--- src/rtl/single_wire_humidity_sensor_reader_macros.svh ---
// Assertion macros used by the sensor reader top level.
`ifndef SINGLE_WIRE_HUMIDITY_SENSOR_READER_MACROS_SVH
`define SINGLE_WIRE_HUMIDITY_SENSOR_READER_MACROS_SVH

// Same-cycle implication, disabled during reset.
`define SWHS_ASSERT_IMP(lbl, clk, rst, ante, cons) \
  lbl: assert property (@(posedge clk) disable iff (rst) (ante) |-> (cons)) \
    else $error("swhs check failed");

// Next-cycle implication, disabled during reset.
`define SWHS_ASSERT_NXT(lbl, clk, rst, ante, cons) \
  lbl: assert property (@(posedge clk) disable iff (rst) (ante) |=> (cons)) \
    else $error("swhs check failed");

`endif

--- src/rtl/swhs_pkg.sv ---
// Shared types and constants of the single-wire sensor reader.
`default_nettype none

package swhs_pkg;

  // Width of the tick counter; timing registers are used in their low bits.
  localparam int COUNT_WIDTH = 16;
  localparam int REG_WIDTH   = 16;
  localparam int FRAME_WIDTH = 4;
  localparam int IDX_WIDTH   = 3;
  localparam int DATA_WIDTH  = 16;
  localparam int MAX_FRAME   = 8;

  typedef logic [COUNT_WIDTH-1:0] cnt_t;

  // Register indexes of the configuration port.
  typedef enum logic [IDX_WIDTH-1:0] {
    REG_START_LOW   = 3'd0,
    REG_RELEASE     = 3'd1,
    REG_RESP_SAMPLE = 3'd2,
    REG_RESP_CONF   = 3'd3,
    REG_BIT_SAMPLE  = 3'd4,
    REG_FRAME_BYTES = 3'd5,
    REG_WAIT_TMO    = 3'd6
  } reg_idx_t;

  // Input beat kinds.
  typedef enum logic {
    OP_TICK  = 1'b0,
    OP_START = 1'b1
  } op_t;

  // End status codes.
  typedef enum logic [1:0] {
    ST_OK          = 2'd0,
    ST_NO_RESPONSE = 2'd1,
    ST_BAD_RESP    = 2'd2,
    ST_TIMEOUT     = 2'd3
  } status_t;

  // Exchange phases.
  typedef enum logic [3:0] {
    PH_IDLE         = 4'd0,
    PH_START_LOW    = 4'd1,
    PH_START_HIGH   = 4'd2,
    PH_RESP_SAMPLE  = 4'd3,
    PH_RESP_CONFIRM = 4'd4,
    PH_RESP_FALL    = 4'd5,
    PH_BIT_RISE     = 4'd6,
    PH_BIT_DELAY    = 4'd7,
    PH_BIT_FALL     = 4'd8
  } phase_t;

  // Configuration register contents.
  typedef struct packed {
    logic [REG_WIDTH-1:0]   start_low_ticks;
    logic [REG_WIDTH-1:0]   release_ticks;
    logic [REG_WIDTH-1:0]   response_sample_ticks;
    logic [REG_WIDTH-1:0]   response_confirm_ticks;
    logic [REG_WIDTH-1:0]   bit_sample_ticks;
    logic [FRAME_WIDTH-1:0] frame_bytes;
    logic [REG_WIDTH-1:0]   wait_timeout_ticks;
  } cfg_t;

  // One result item.
  typedef struct packed {
    logic       busy_res;
    logic       status_valid;
    status_t    status;
    logic       last_byte;
    logic       byte_valid;
    logic [7:0] data_byte;
    logic       drive_level;
    logic       drive_enable;
  } res_t;

endpackage

`default_nettype wire

--- src/rtl/swhs_cfg.sv ---
// Configuration register file of the sensor reader.
`default_nettype none

module swhs_cfg (
  input  wire logic                             clk,
  input  wire logic                             rst,
  input  wire logic                             cfg_valid,
  output logic                                  cfg_ready,
  input  wire logic [swhs_pkg::IDX_WIDTH-1:0]   cfg_index,
  input  wire logic [swhs_pkg::REG_WIDTH-1:0]   cfg_data,
  output swhs_pkg::cfg_t                        cfg
);

  logic wr;

  // Always take a write; unknown indexes drop.
  assign cfg_ready = 1'b1;
  assign wr        = cfg_valid;

  // Hold registers, load the addressed one.
  always_ff @(posedge clk) begin
    if (rst) begin
      cfg.start_low_ticks        <= 16'd18000;
      cfg.release_ticks          <= 16'd40;
      cfg.response_sample_ticks  <= 16'd50;
      cfg.response_confirm_ticks <= 16'd70;
      cfg.bit_sample_ticks       <= 16'd50;
      cfg.frame_bytes            <= 4'd5;
      cfg.wait_timeout_ticks     <= 16'd200;
    end else if (wr) begin
      case (cfg_index)
        swhs_pkg::REG_START_LOW:   cfg.start_low_ticks        <= cfg_data;
        swhs_pkg::REG_RELEASE:     cfg.release_ticks          <= cfg_data;
        swhs_pkg::REG_RESP_SAMPLE: cfg.response_sample_ticks  <= cfg_data;
        swhs_pkg::REG_RESP_CONF:   cfg.response_confirm_ticks <= cfg_data;
        swhs_pkg::REG_BIT_SAMPLE:  cfg.bit_sample_ticks       <= cfg_data;
        swhs_pkg::REG_FRAME_BYTES:
          cfg.frame_bytes <= cfg_data[swhs_pkg::FRAME_WIDTH-1:0];
        swhs_pkg::REG_WAIT_TMO:    cfg.wait_timeout_ticks     <= cfg_data;
        default: ;
      endcase
    end
  end

endmodule

`default_nettype wire

--- src/rtl/swhs_core.sv ---
// Exchange state machine: one step per accepted beat.
`default_nettype none

module swhs_core (
  input  wire logic           clk,
  input  wire logic           rst,
  input  wire logic           step,
  input  wire logic           op,
  input  wire logic           pin_level,
  input  swhs_pkg::cfg_t      cfg,
  output swhs_pkg::res_t      res
);

  swhs_pkg::phase_t phase, phase_next;
  swhs_pkg::cnt_t   tick_count, tick_count_next;
  logic [2:0]       bit_index, bit_index_next;
  logic [7:0]       shift_byte, shift_byte_next;
  logic [2:0]       byte_count, byte_count_next;

  swhs_pkg::cnt_t   timed_lim;
  swhs_pkg::cnt_t   wait_lim;
  logic             timed_done;
  logic             wait_expired;
  logic             want;
  logic [swhs_pkg::FRAME_WIDTH-1:0] frame;
  logic [swhs_pkg::FRAME_WIDTH-1:0] bytes_done;
  logic [2:0]       bit_inc;

  // Pick the limit of the current timed phase.
  always_comb begin
    case (phase)
      swhs_pkg::PH_START_LOW:    timed_lim = swhs_pkg::cnt_t'(cfg.start_low_ticks);
      swhs_pkg::PH_START_HIGH:   timed_lim = swhs_pkg::cnt_t'(cfg.release_ticks);
      swhs_pkg::PH_RESP_SAMPLE:  timed_lim = swhs_pkg::cnt_t'(cfg.response_sample_ticks);
      swhs_pkg::PH_RESP_CONFIRM: timed_lim = swhs_pkg::cnt_t'(cfg.response_confirm_ticks);
      default:                   timed_lim = swhs_pkg::cnt_t'(cfg.bit_sample_ticks);
    endcase
  end

  // Timeout of zero acts as one.
  assign wait_lim = (swhs_pkg::cnt_t'(cfg.wait_timeout_ticks) == '0) ?
                    swhs_pkg::cnt_t'(1) : swhs_pkg::cnt_t'(cfg.wait_timeout_ticks);
  assign timed_done   = (tick_count >= timed_lim);
  assign wait_expired = ({1'b0, tick_count} + {{swhs_pkg::COUNT_WIDTH{1'b0}}, 1'b1})
                        >= {1'b0, wait_lim};
  assign want = (phase == swhs_pkg::PH_BIT_RISE);

  // Clamp the frame length to one through eight bytes.
  always_comb begin
    if (cfg.frame_bytes == '0) begin
      frame = swhs_pkg::FRAME_WIDTH'(1);
    end else if (cfg.frame_bytes > swhs_pkg::FRAME_WIDTH'(swhs_pkg::MAX_FRAME)) begin
      frame = swhs_pkg::FRAME_WIDTH'(swhs_pkg::MAX_FRAME);
    end else begin
      frame = cfg.frame_bytes;
    end
  end

  assign bytes_done = {1'b0, byte_count} + swhs_pkg::FRAME_WIDTH'(1);
  assign bit_inc    = bit_index + 3'd1;

  // Next state and result of one step.
  always_comb begin
    phase_next      = phase;
    tick_count_next = tick_count;
    bit_index_next  = bit_index;
    shift_byte_next = shift_byte;
    byte_count_next = byte_count;
    res             = '0;

    if (op == swhs_pkg::OP_START) begin
      if (phase == swhs_pkg::PH_IDLE) begin
        phase_next      = swhs_pkg::PH_START_LOW;
        tick_count_next = '0;
        bit_index_next  = '0;
        shift_byte_next = '0;
        byte_count_next = '0;
      end
    end else begin
      case (phase)
        swhs_pkg::PH_IDLE: ;
        swhs_pkg::PH_START_LOW, swhs_pkg::PH_START_HIGH,
        swhs_pkg::PH_RESP_SAMPLE, swhs_pkg::PH_RESP_CONFIRM,
        swhs_pkg::PH_BIT_DELAY: begin
          if (!timed_done) begin
            tick_count_next = tick_count + swhs_pkg::cnt_t'(1);
          end else begin
            tick_count_next = '0;
            case (phase)
              swhs_pkg::PH_START_LOW:  phase_next = swhs_pkg::PH_START_HIGH;
              swhs_pkg::PH_START_HIGH: phase_next = swhs_pkg::PH_RESP_SAMPLE;
              swhs_pkg::PH_RESP_SAMPLE: begin
                if (!pin_level) begin
                  phase_next = swhs_pkg::PH_RESP_CONFIRM;
                end else begin
                  phase_next       = swhs_pkg::PH_IDLE;
                  res.status       = swhs_pkg::ST_NO_RESPONSE;
                  res.status_valid = 1'b1;
                end
              end
              swhs_pkg::PH_RESP_CONFIRM: begin
                if (pin_level) begin
                  phase_next = swhs_pkg::PH_RESP_FALL;
                end else begin
                  phase_next       = swhs_pkg::PH_IDLE;
                  res.status       = swhs_pkg::ST_BAD_RESP;
                  res.status_valid = 1'b1;
                end
              end
              default: begin
                // Bit delay: shift in the sampled level.
                shift_byte_next = {shift_byte[6:0], pin_level};
                phase_next      = swhs_pkg::PH_BIT_FALL;
              end
            endcase
          end
        end
        swhs_pkg::PH_RESP_FALL, swhs_pkg::PH_BIT_RISE, swhs_pkg::PH_BIT_FALL: begin
          if (pin_level == want) begin
            tick_count_next = '0;
            if (phase == swhs_pkg::PH_RESP_FALL) begin
              phase_next = swhs_pkg::PH_BIT_RISE;
            end else if (phase == swhs_pkg::PH_BIT_RISE) begin
              phase_next = swhs_pkg::PH_BIT_DELAY;
            end else begin
              bit_index_next = bit_inc;
              if (bit_inc == 3'd0) begin
                res.data_byte  = shift_byte;
                res.byte_valid = 1'b1;
                if (bytes_done >= frame) begin
                  res.last_byte    = 1'b1;
                  res.status_valid = 1'b1;
                  res.status       = swhs_pkg::ST_OK;
                  phase_next       = swhs_pkg::PH_IDLE;
                end else begin
                  byte_count_next = byte_count + 3'd1;
                  shift_byte_next = '0;
                  phase_next      = swhs_pkg::PH_BIT_RISE;
                end
              end else begin
                phase_next = swhs_pkg::PH_BIT_RISE;
              end
            end
          end else if (wait_expired) begin
            phase_next       = swhs_pkg::PH_IDLE;
            tick_count_next  = '0;
            res.status       = swhs_pkg::ST_TIMEOUT;
            res.status_valid = 1'b1;
          end else begin
            tick_count_next = tick_count + swhs_pkg::cnt_t'(1);
          end
        end
        default: phase_next = swhs_pkg::PH_IDLE;
      endcase
    end

    res.drive_enable = (phase_next == swhs_pkg::PH_START_LOW) ||
                       (phase_next == swhs_pkg::PH_START_HIGH);
    res.drive_level  = (phase_next == swhs_pkg::PH_START_HIGH);
    res.busy_res     = (phase_next != swhs_pkg::PH_IDLE);
  end

  // Advance the state on each accepted beat.
  always_ff @(posedge clk) begin
    if (rst) begin
      phase      <= swhs_pkg::PH_IDLE;
      tick_count <= '0;
      bit_index  <= '0;
      shift_byte <= '0;
      byte_count <= '0;
    end else if (step) begin
      phase      <= phase_next;
      tick_count <= tick_count_next;
      bit_index  <= bit_index_next;
      shift_byte <= shift_byte_next;
      byte_count <= byte_count_next;
    end
  end

endmodule

`default_nettype wire

--- src/rtl/single_wire_humidity_sensor_reader.sv ---
// Top level of the single-wire humidity sensor reader.
`default_nettype none
`include "single_wire_humidity_sensor_reader_macros.svh"

// Master side of the single-wire sensor exchange. Each input beat is either a
// one-microsecond tick carrying the sampled line level or a start request;
// every beat yields exactly one result beat. A beat is accepted in every cycle
// that the output register is empty or being drained, so the block sustains
// one item per clock; the result is computed combinationally from the state and
// the beat and is registered, so it appears in the cycle after acceptance.
// Drive the line from drive_enable / drive_level, and check the checksum in the
// caller. Configuration writes take effect at once.
module single_wire_humidity_sensor_reader (
  input  wire logic                              clk,
  input  wire logic                              rst,
  // Input beats
  input  wire logic                              s_axis_tvalid,
  output logic                                   s_axis_tready,
  input  wire logic [7:0]                        s_axis_tdata,  // [0] pin_level
  input  wire logic                              s_axis_tuser,  // [0] op
  // Result beats
  output logic                                   m_axis_tvalid,
  input  wire logic                              m_axis_tready,
  // [0] drive_enable, [1] drive_level, [9:2] data_byte, [10] byte_valid,
  // [12:11] status, [13] status_valid, [14] busy_res, [15] zero
  output logic [swhs_pkg::DATA_WIDTH-1:0]        m_axis_tdata,
  output logic                                   m_axis_tlast,  // last_byte
  // Configuration writes
  input  wire logic                              cfg_valid,
  output logic                                   cfg_ready,
  input  wire logic [swhs_pkg::IDX_WIDTH-1:0]    cfg_index,
  input  wire logic [swhs_pkg::REG_WIDTH-1:0]    cfg_data
);

  swhs_pkg::cfg_t cfg;
  swhs_pkg::res_t res;
  swhs_pkg::res_t res_out;
  logic           accept;
  logic           out_valid;

  swhs_cfg u_cfg (
    .clk       (clk),
    .rst       (rst),
    .cfg_valid (cfg_valid),
    .cfg_ready (cfg_ready),
    .cfg_index (cfg_index),
    .cfg_data  (cfg_data),
    .cfg       (cfg)
  );

  // Accept while the result slot is free or draining.
  assign s_axis_tready = !out_valid || m_axis_tready;
  assign accept        = s_axis_tvalid && s_axis_tready;

  swhs_core u_core (
    .clk       (clk),
    .rst       (rst),
    .step      (accept),
    .op        (s_axis_tuser),
    .pin_level (s_axis_tdata[0]),
    .cfg       (cfg),
    .res       (res)
  );

  // Hold the result beat until taken.
  always_ff @(posedge clk) begin
    if (rst) begin
      out_valid <= 1'b0;
    end else if (accept) begin
      out_valid <= 1'b1;
    end else if (m_axis_tready) begin
      out_valid <= 1'b0;
    end
  end

  always_ff @(posedge clk) begin
    if (accept) begin
      res_out <= res;
    end
  end

  assign m_axis_tvalid = out_valid;
  assign m_axis_tlast  = res_out.last_byte;
  assign m_axis_tdata  = {1'b0, res_out.busy_res, res_out.status_valid, res_out.status,
                          res_out.byte_valid, res_out.data_byte, res_out.drive_level,
                          res_out.drive_enable};

  // A last byte always closes the transaction with status ok.
  `SWHS_ASSERT_IMP(a_last_ends, clk, rst, out_valid && res_out.last_byte,
    res_out.status_valid && res_out.byte_valid && !res_out.busy_res &&
    (res_out.status == swhs_pkg::ST_OK))
  // The line is driven high only while driving is enabled.
  `SWHS_ASSERT_IMP(a_drive, clk, rst, out_valid && res_out.drive_level,
    res_out.drive_enable && res_out.busy_res)
  // An end status leaves the block idle.
  `SWHS_ASSERT_IMP(a_end_idle, clk, rst, out_valid && res_out.status_valid,
    !res_out.busy_res && !res_out.drive_enable)
  // An accepted beat shows up as a result in the next cycle.
  `SWHS_ASSERT_NXT(a_beat_out, clk, rst, accept, out_valid)

endmodule

`default_nettype wire
--- config.mk ---
export PLATFORM = sky130hd
export DESIGN_NAME = single_wire_humidity_sensor_reader
export DESIGN_NICKNAME = d
export VERILOG_FILES = /design/src/rtl/swhs_pkg.sv /design/src/rtl/swhs_cfg.sv /design/src/rtl/swhs_core.sv /design/src/rtl/single_wire_humidity_sensor_reader.sv
export VERILOG_INCLUDE_DIRS = /design/src /design/src/rtl
export SDC_FILE = /design/constraint.sdc
export NUM_CORES = 1
export LEC_CHECK = 0
export ABC_AREA = 1
export BUFFER_PORTS_ARGS = -buffer_cell sky130_fd_sc_hd__buf_4
export CORE_MARGIN = 3
export CORE_UTILIZATION = 50
export CTS_CLUSTER_SIZE = 10
export DETAILED_ROUTE_END_ITERATION = 16
export PLACE_DENSITY = 0.78
export SYNTH_ARGS = -nofsm -noshare
export SYNTH_HDL_FRONTEND = slang
export SYNTH_SLANG_ARGS = --single-unit
--- constraint.sdc ---
create_clock -name clk -period 3.8 [get_ports clk]
set_input_delay 0.76 -clock clk [delete_from_list [all_inputs] [get_ports clk]]
set_output_delay 0.76 -clock clk [all_outputs]
set_load 0.01 [all_outputs]
==> After elaboration in Yosys (flattened, before gate mapping) <==
Index checks and enable logic that the tools add are counted.
{ "totals": {"regBits": 151, "latch_bits": 0, "ramBits": 0, "romBits": 0, "input_bits": 33, "output_inout_bits": 20, "word_cells": 151, "memories": 0} }
{ "classes": {"add_sub_neg": 5, "mul": 0, "div": 0, "magnitude_cmp": 4, "eq_ne": 28, "n_shift": 0, "muxes": 59, "bitwise_logic": 3, "reduce_logical": 31} }
{ "ops": {"columns": ["op", "n"], "rows": [
  ["$mux 16", 6],
  ["$mux 8", 9],
  ["$pmux 16 s4", 1],
  ["$mux 3", 21],
  ["$mux 4", 11],
  ["$mux 13", 3],
  ["$pmux 16 s2", 1],
  ["$add 16x1->17 const B", 1],
  ["$ge 17x16->1", 1],
  ["$add 16x1->16 const B", 1],
  ["$eq 4x3->1 const B", 4],
  ["$ge 16x16->1", 1],
  ["$logic_not 16->1", 1],
  ["$pmux 4 s4", 1],
  ["$pmux 8 s2", 1],
  ["$reduce_and 2->1", 7],
  ["$eq 4x2->1 const B", 3],
  ["$ne 3x3->1 const B", 4],
  ["$pmux 3 s2", 2],
  ["$pmux 4 s3", 1],
  ["$reduce_and 10->1", 1],
  ["$reduce_or 5->1", 2],
  ["$eq 3x3->1 const B", 3],
  ["$ne 3x2->1 const B", 3],
  ["other kinds (27)", 41]
]} }

==> Logic depth before layout (Yosys ltp) <==
{ "depth": {"word_depth": 13, "ltp_mapped": 28, "mapped_depth_nobuf": 28} }

==> By module <==
From an unflattened synthesis, not the netlist that was laid out.
{ "hier_totals": {"hier_cells": 1194, "hier_area_um2": 8296.7} }
{ "modules_own_cells": {"columns": ["mod", "n_inst", "cells_per_inst", "area_each_um2", "seq_area_each_um2"], "rows": [
  ["swhs_cfg", 1, 558, 3947.5, 2001.9],
  ["swhs_core", 1, 612, 3809.9, 680.7],
  ["single_wire_humidity_sensor_reader", 1, 24, 539.3, 500.5]
]} }

==> Least setup slack after synthesis <==
No wires, ideal clock.
{ "synth_timing": {"path_type": "register to register", "from": "reg u_core.phase[2]", "to": "reg u_core.shift_byte[6]", "setup_ns": 0.064, "t_arrival_ns": 3.135, "t_required_ns": 3.736, "slack_ns": 0.601, "path_stages_with_launch": 21, "n_path_buf": 2, "synth_period_minus_slack_ns": 3.199, "path_cell_list": "dfxtp_1 > nor2_1 > inv_1 > nor2_1 > clkbuf_1 > nand2_1 > nand2_1 > o22ai_1 > ha_1 > a21oi_1 > o21ai_0 > nor2_1 > nand3_1 > nand2_1 > nand2_1 > a21oi_1 > nor2_2 > buf_4 > o21ai_0 > nand2_1 > nor2_1"} }
{ "synth_between": {"elab_chain_cells": 5, "word_cells_on_any_way": 27, "cone_classes": "order compare (1); eq/ne (17); mux (3); reduce/logical (6)"} }
{ "synth_rtl": {"columns": ["element", "line", "source"], "rows": [
  ["from (decl)", "swhs_core.sv:14", "swhs_pkg::phase_t phase, phase_next;"],
  ["from (signal assigned)", "swhs_core.sv:166", "phase <= swhs_pkg::PH_IDLE;"],
  ["from (signal assigned)", "swhs_core.sv:172", "phase <= phase_next;"],
  ["$eq 4x3->1 (tied with other cells)", "swhs_core.sv:31, swhs_core.sv:80, swhs_core.sv:89", null],
  ["$pmux 16 s4", "swhs_core.sv:31", "case (phase)"],
  ["$ge 16x16->1", "swhs_core.sv:43", "assign timed_done = (tick_count >= timed_lim);"],
  ["$ne 3x2->1 (no line)", null, null],
  ["$reduce_and 10->1 (no line)", null, null],
  ["to (signal assigned)", "swhs_core.sv:175", "shift_byte <= shift_byte_next;"],
  ["to (decl)", "swhs_core.sv:17", "logic [7:0] shift_byte, shift_byte_next;"]
]} }
Several ways; a longest one is shown, not always the timed one.
A chain may end at the register's enable or synchronous reset.

==> flow_summary.toml <==
[outcome]
run_status = "completed"

[power_and_ir_drop]
net-switching-power_mw = 1.046
vdd_ir_drop_max_v = 0.0003097
power_report.internal_total_mw = 2.738
clkPwrFrac_pct = 41.3
cell_leakage_power_nw = 4.031
power_density_mw_per_mm2 = 430.8
sequential_cell_fraction_of_total_power_pct = 45.2
comb_power_share_pct = 13.5
power.share.switching_pct = 27.65

[place]
post_dp_cell_area_mm2 = 0.008210
port-buffer-count = 43
hpwl_mm = 12.85
pre_cts_ws_ps = 121.6
placedCellCount = 1284
routabilityCongestion = 0.9130

[timing]
holdWs_ps = 458.9
clock_skews_ps = 8.701
fmax_ghz = 0.2860
timing_worst_slew_pin_value_ps = 690.4
final.min_clock_period_ps = 3497
final-hold-violation-count = 0
setup_violations = 0
setup_slack_ps = 303.2
timing.final.crit_share_pct = 92.02
final-max-slew-violation-count = 0
maxSlewHeadroom_pct = 53.92

[clock_tree]
tritoncts = "done"
max-clock-path-buffers = 2
numCtsBuffers = 17
clock_insertion_delay_worst_skew_ps = 430
cts.root.buffer_cell = "clkbuf_16"
cts.reportedPaths.clkPinSlew_ps = 60
clock-sinks = 151
hold_buffer_count_at_cts = 0
ctsHtreeMaxLevel = 4

[routing]
via_per_inst = 5.357
drcViolationCount = 0
wl_per_cell_um = 14.24
met2RoutedLength_mm = 8.428
drt_iter0_markers = 701
final_antenna_net_count = 0
routedLengthMet1_mm = 8.653
highest_layer = "met4"
drt-pass1-iter-count = 6
met3RoutedLength_mm = 1.186
route.final.wire_length_mm = 18.73
vias = 7045

[job]
maxCapViolCount = 0

[worst_hold_path]
min_path_type = "reg -> reg"
worst_hold_path.num_cells = 2

[setup_path]
crit_path_start = "u_core.tick_count[0]"
timing.reg2reg.setup_slack_ps = 300
ff2ff_path_depth = 28
worst_ep_arrival_time_ps = 3680
r2r_start = "u_core.tick_count[0]"
worstSetupEndpoint = "m_axis_tdata[0]"
critical_path_top_delay_cell = "dfxtp_2"
critical_path_class = "reg -> reg"
crit_path_max_fanout = 5
r2r-end = "m_axis_tdata[0]"
crit_path_frequent_cell = "nand2_1"
crit_path_end_kind = "flip-flop"
crit_path_start_kind = "flip-flop"
critPathMaxStageDelay_ps = 380
worst-endpoint-required_ps = 3980

[logic_synthesis]
seq_area_frac_synth_pct = 41.35
netlist_instances = 1083
synth_edf_count = 16
synth_top_area_share_pct = 35.11
ys_top_cells_by_area = "dfxtp_1 (35%), nand2_1 (12%), nor2_1 (10%)"
post_synth_num_cell_types = 42
yosysWarningCount = 0
syn-num-nets = 1156
synth_top_flop_cell = "dfxtp_1"
synth_area_mm2 = 0.007697
synthesis.area_per_instance_um2 = 7.107
synth.ff_latch_count = 151
netlist.top_cell.by_area = "dfxtp_1"
synth-async-reset-ratio_pct = 0

[floorplanning]
dieWidth_um = 130.1
core_mm2 = 0.01481
top_level_ports = 53
die_extent_in_y_um = 130.1
die-area_mm2 = 0.01692
floorplan.rows = 44
initial_utilization_pct = 51.98

[finish]
nFillCells = 1332
seqCellArea_mm2 = 0.003186
final_design_area_no_fill_mm2 = 0.008785
antenna_cells = 0
layout.cells.non_filler = 1315
final_util_pct = 59.32
syn_to_final_growth_pct = 14.13
combined_area_of_the_multi_input_logic_cells_mm2 = 0.004004
post_route_cells_drive_above_1_share_pct = 12.20
design.final.nets = 1193

[global_route]
grt-ovfl-total = 0
grt_antenna_before_repair = 0
grt_pass1_vias = 6267
global_route_wire_length_before_repair_mm = 30.33
grt_use_total_pct = 22.50
largest_net_degree_at_the_start_of_global_routing = 101
-- what timing repair did --
| action | CTS | global route |
|---|---|---|
| setup buffers | 0 | 1 |
| setup endpoints to repair | 0 | 28 |
| resized for setup | 0 | 10 |
-- metal layers --
metal / GRT usage (%) / vias to the layer above
li1: - / 3594
met3: 4.544 / 35
met1: 31.27 / 3181
met5: 0 / -
met4: 8.619 / 0
met2: 34.61 / 235
-- cell usage after synthesis (4+ instances only) --
library cell and n:
nand3_1 51, a21oi_1 50, nand4_1 14, edfxtp_1 16, nand2_2 10, a21oi_2 9, nor4_1 4, a221oi_1 4
nand2_1 238, xor2_1 10, dfxtp_1 135, a22o_1 5, nor3_1 5, nor2_1 211, o21ai_0 106, ha_1 40
inv_2 8, inv_1 85, o22ai_1 10, clkbuf_1 34, nor2_2 4
-- placed cells by master (no fill, tap or decap), types with 17 or more instances in the layout --
cell type,synthesis,layout
inv_1,85,84
a21oi_1,50,50
o21ai_0,106,106
nand3_1,51,50
dfxtp_1,135,133
ha_1,40,40
nand2_1,238,238
clkbuf_16,0,17
buf_4,3,58
nor2_1,211,206
-- sequential cells by signal, indices dropped and copies added (netlist names) --
| register | cells |
|---|---|
| m_axis_tdata | 15 |
| m_axis_tvalid | 1 |
| u_core.tick_count | 16 |
| u_core.byte_count | 3 |
| u_core.bit_index | 3 |
| u_cfg.cfg | 100 |
| u_core.shift_byte | 8 |
| m_axis_tlast | 1 |
| u_core.phase | 4 |
-- power groups by stage --
stage          combinational [mW]  sequential (mW)  clock, mW
3_3_place_gp                0.491             1.74          0
5_1_grt                     0.572             1.72       1.64
4_1_cts                     0.503             1.71       1.57
6_report                    0.512             1.71       1.56
3_5_place_dp                0.500             1.74          0
2_1_floorplan               0.337             1.74          0
-- worst min path at each step --
stage                              from            end  slack, ps
after CTS                 u_cfg.cfg[90]  u_cfg.cfg[90]        460
final                     u_cfg.cfg[90]  u_cfg.cfg[90]        460
after detailed placement  u_cfg.cfg[25]  u_cfg.cfg[25]        440
after global routing      u_cfg.cfg[21]  u_cfg.cfg[21]        480
after floorplan           u_cfg.cfg[21]  u_cfg.cfg[21]        420
after global placement    u_cfg.cfg[25]  u_cfg.cfg[25]        430
-- final cells by class --
cell class	instances	area share, %
Timing Repair Buffer	60	5.412
Sequential cell	151	36.26
Clock buffer	21	5.355
Multi-Input combinational cell	796	45.58
Inverter	94	4.017
Clock inverter	9	0.7549
Tap cell	184	2.621
-- cell families after synthesis --
logic type,synth area share (%)
flip-flops,41.35
buffers and inverters,6.990
XOR/XNOR,1.479
AND/OR/NAND/NOR,29.27
adder cells (fa/ha/maj),6.502
AO/OA/AOI/OAI,14.30
other,0.09757
-- worst max-delay path, delay by kind of cell (launching register included) --
family	cells	cell delay, ps
AND/OR/NAND/NOR	22	2040
adder cells (fa/ha/maj)	2	430
flip-flops	1	380
AO/OA/AOI/OAI	2	250
buffers and inverters	2	160
-- metrics by stage --
step           power (mW)  setup TNS, ps
6_report            3.784              0
5_1_grt             3.929         -10.22
4_1_cts             3.783              0
3_5_place_dp        2.244              0
3_3_place_gp        2.233              0
2_1_floorplan       2.080              0
No activity file was read; power rests on OpenSTA's default activity.
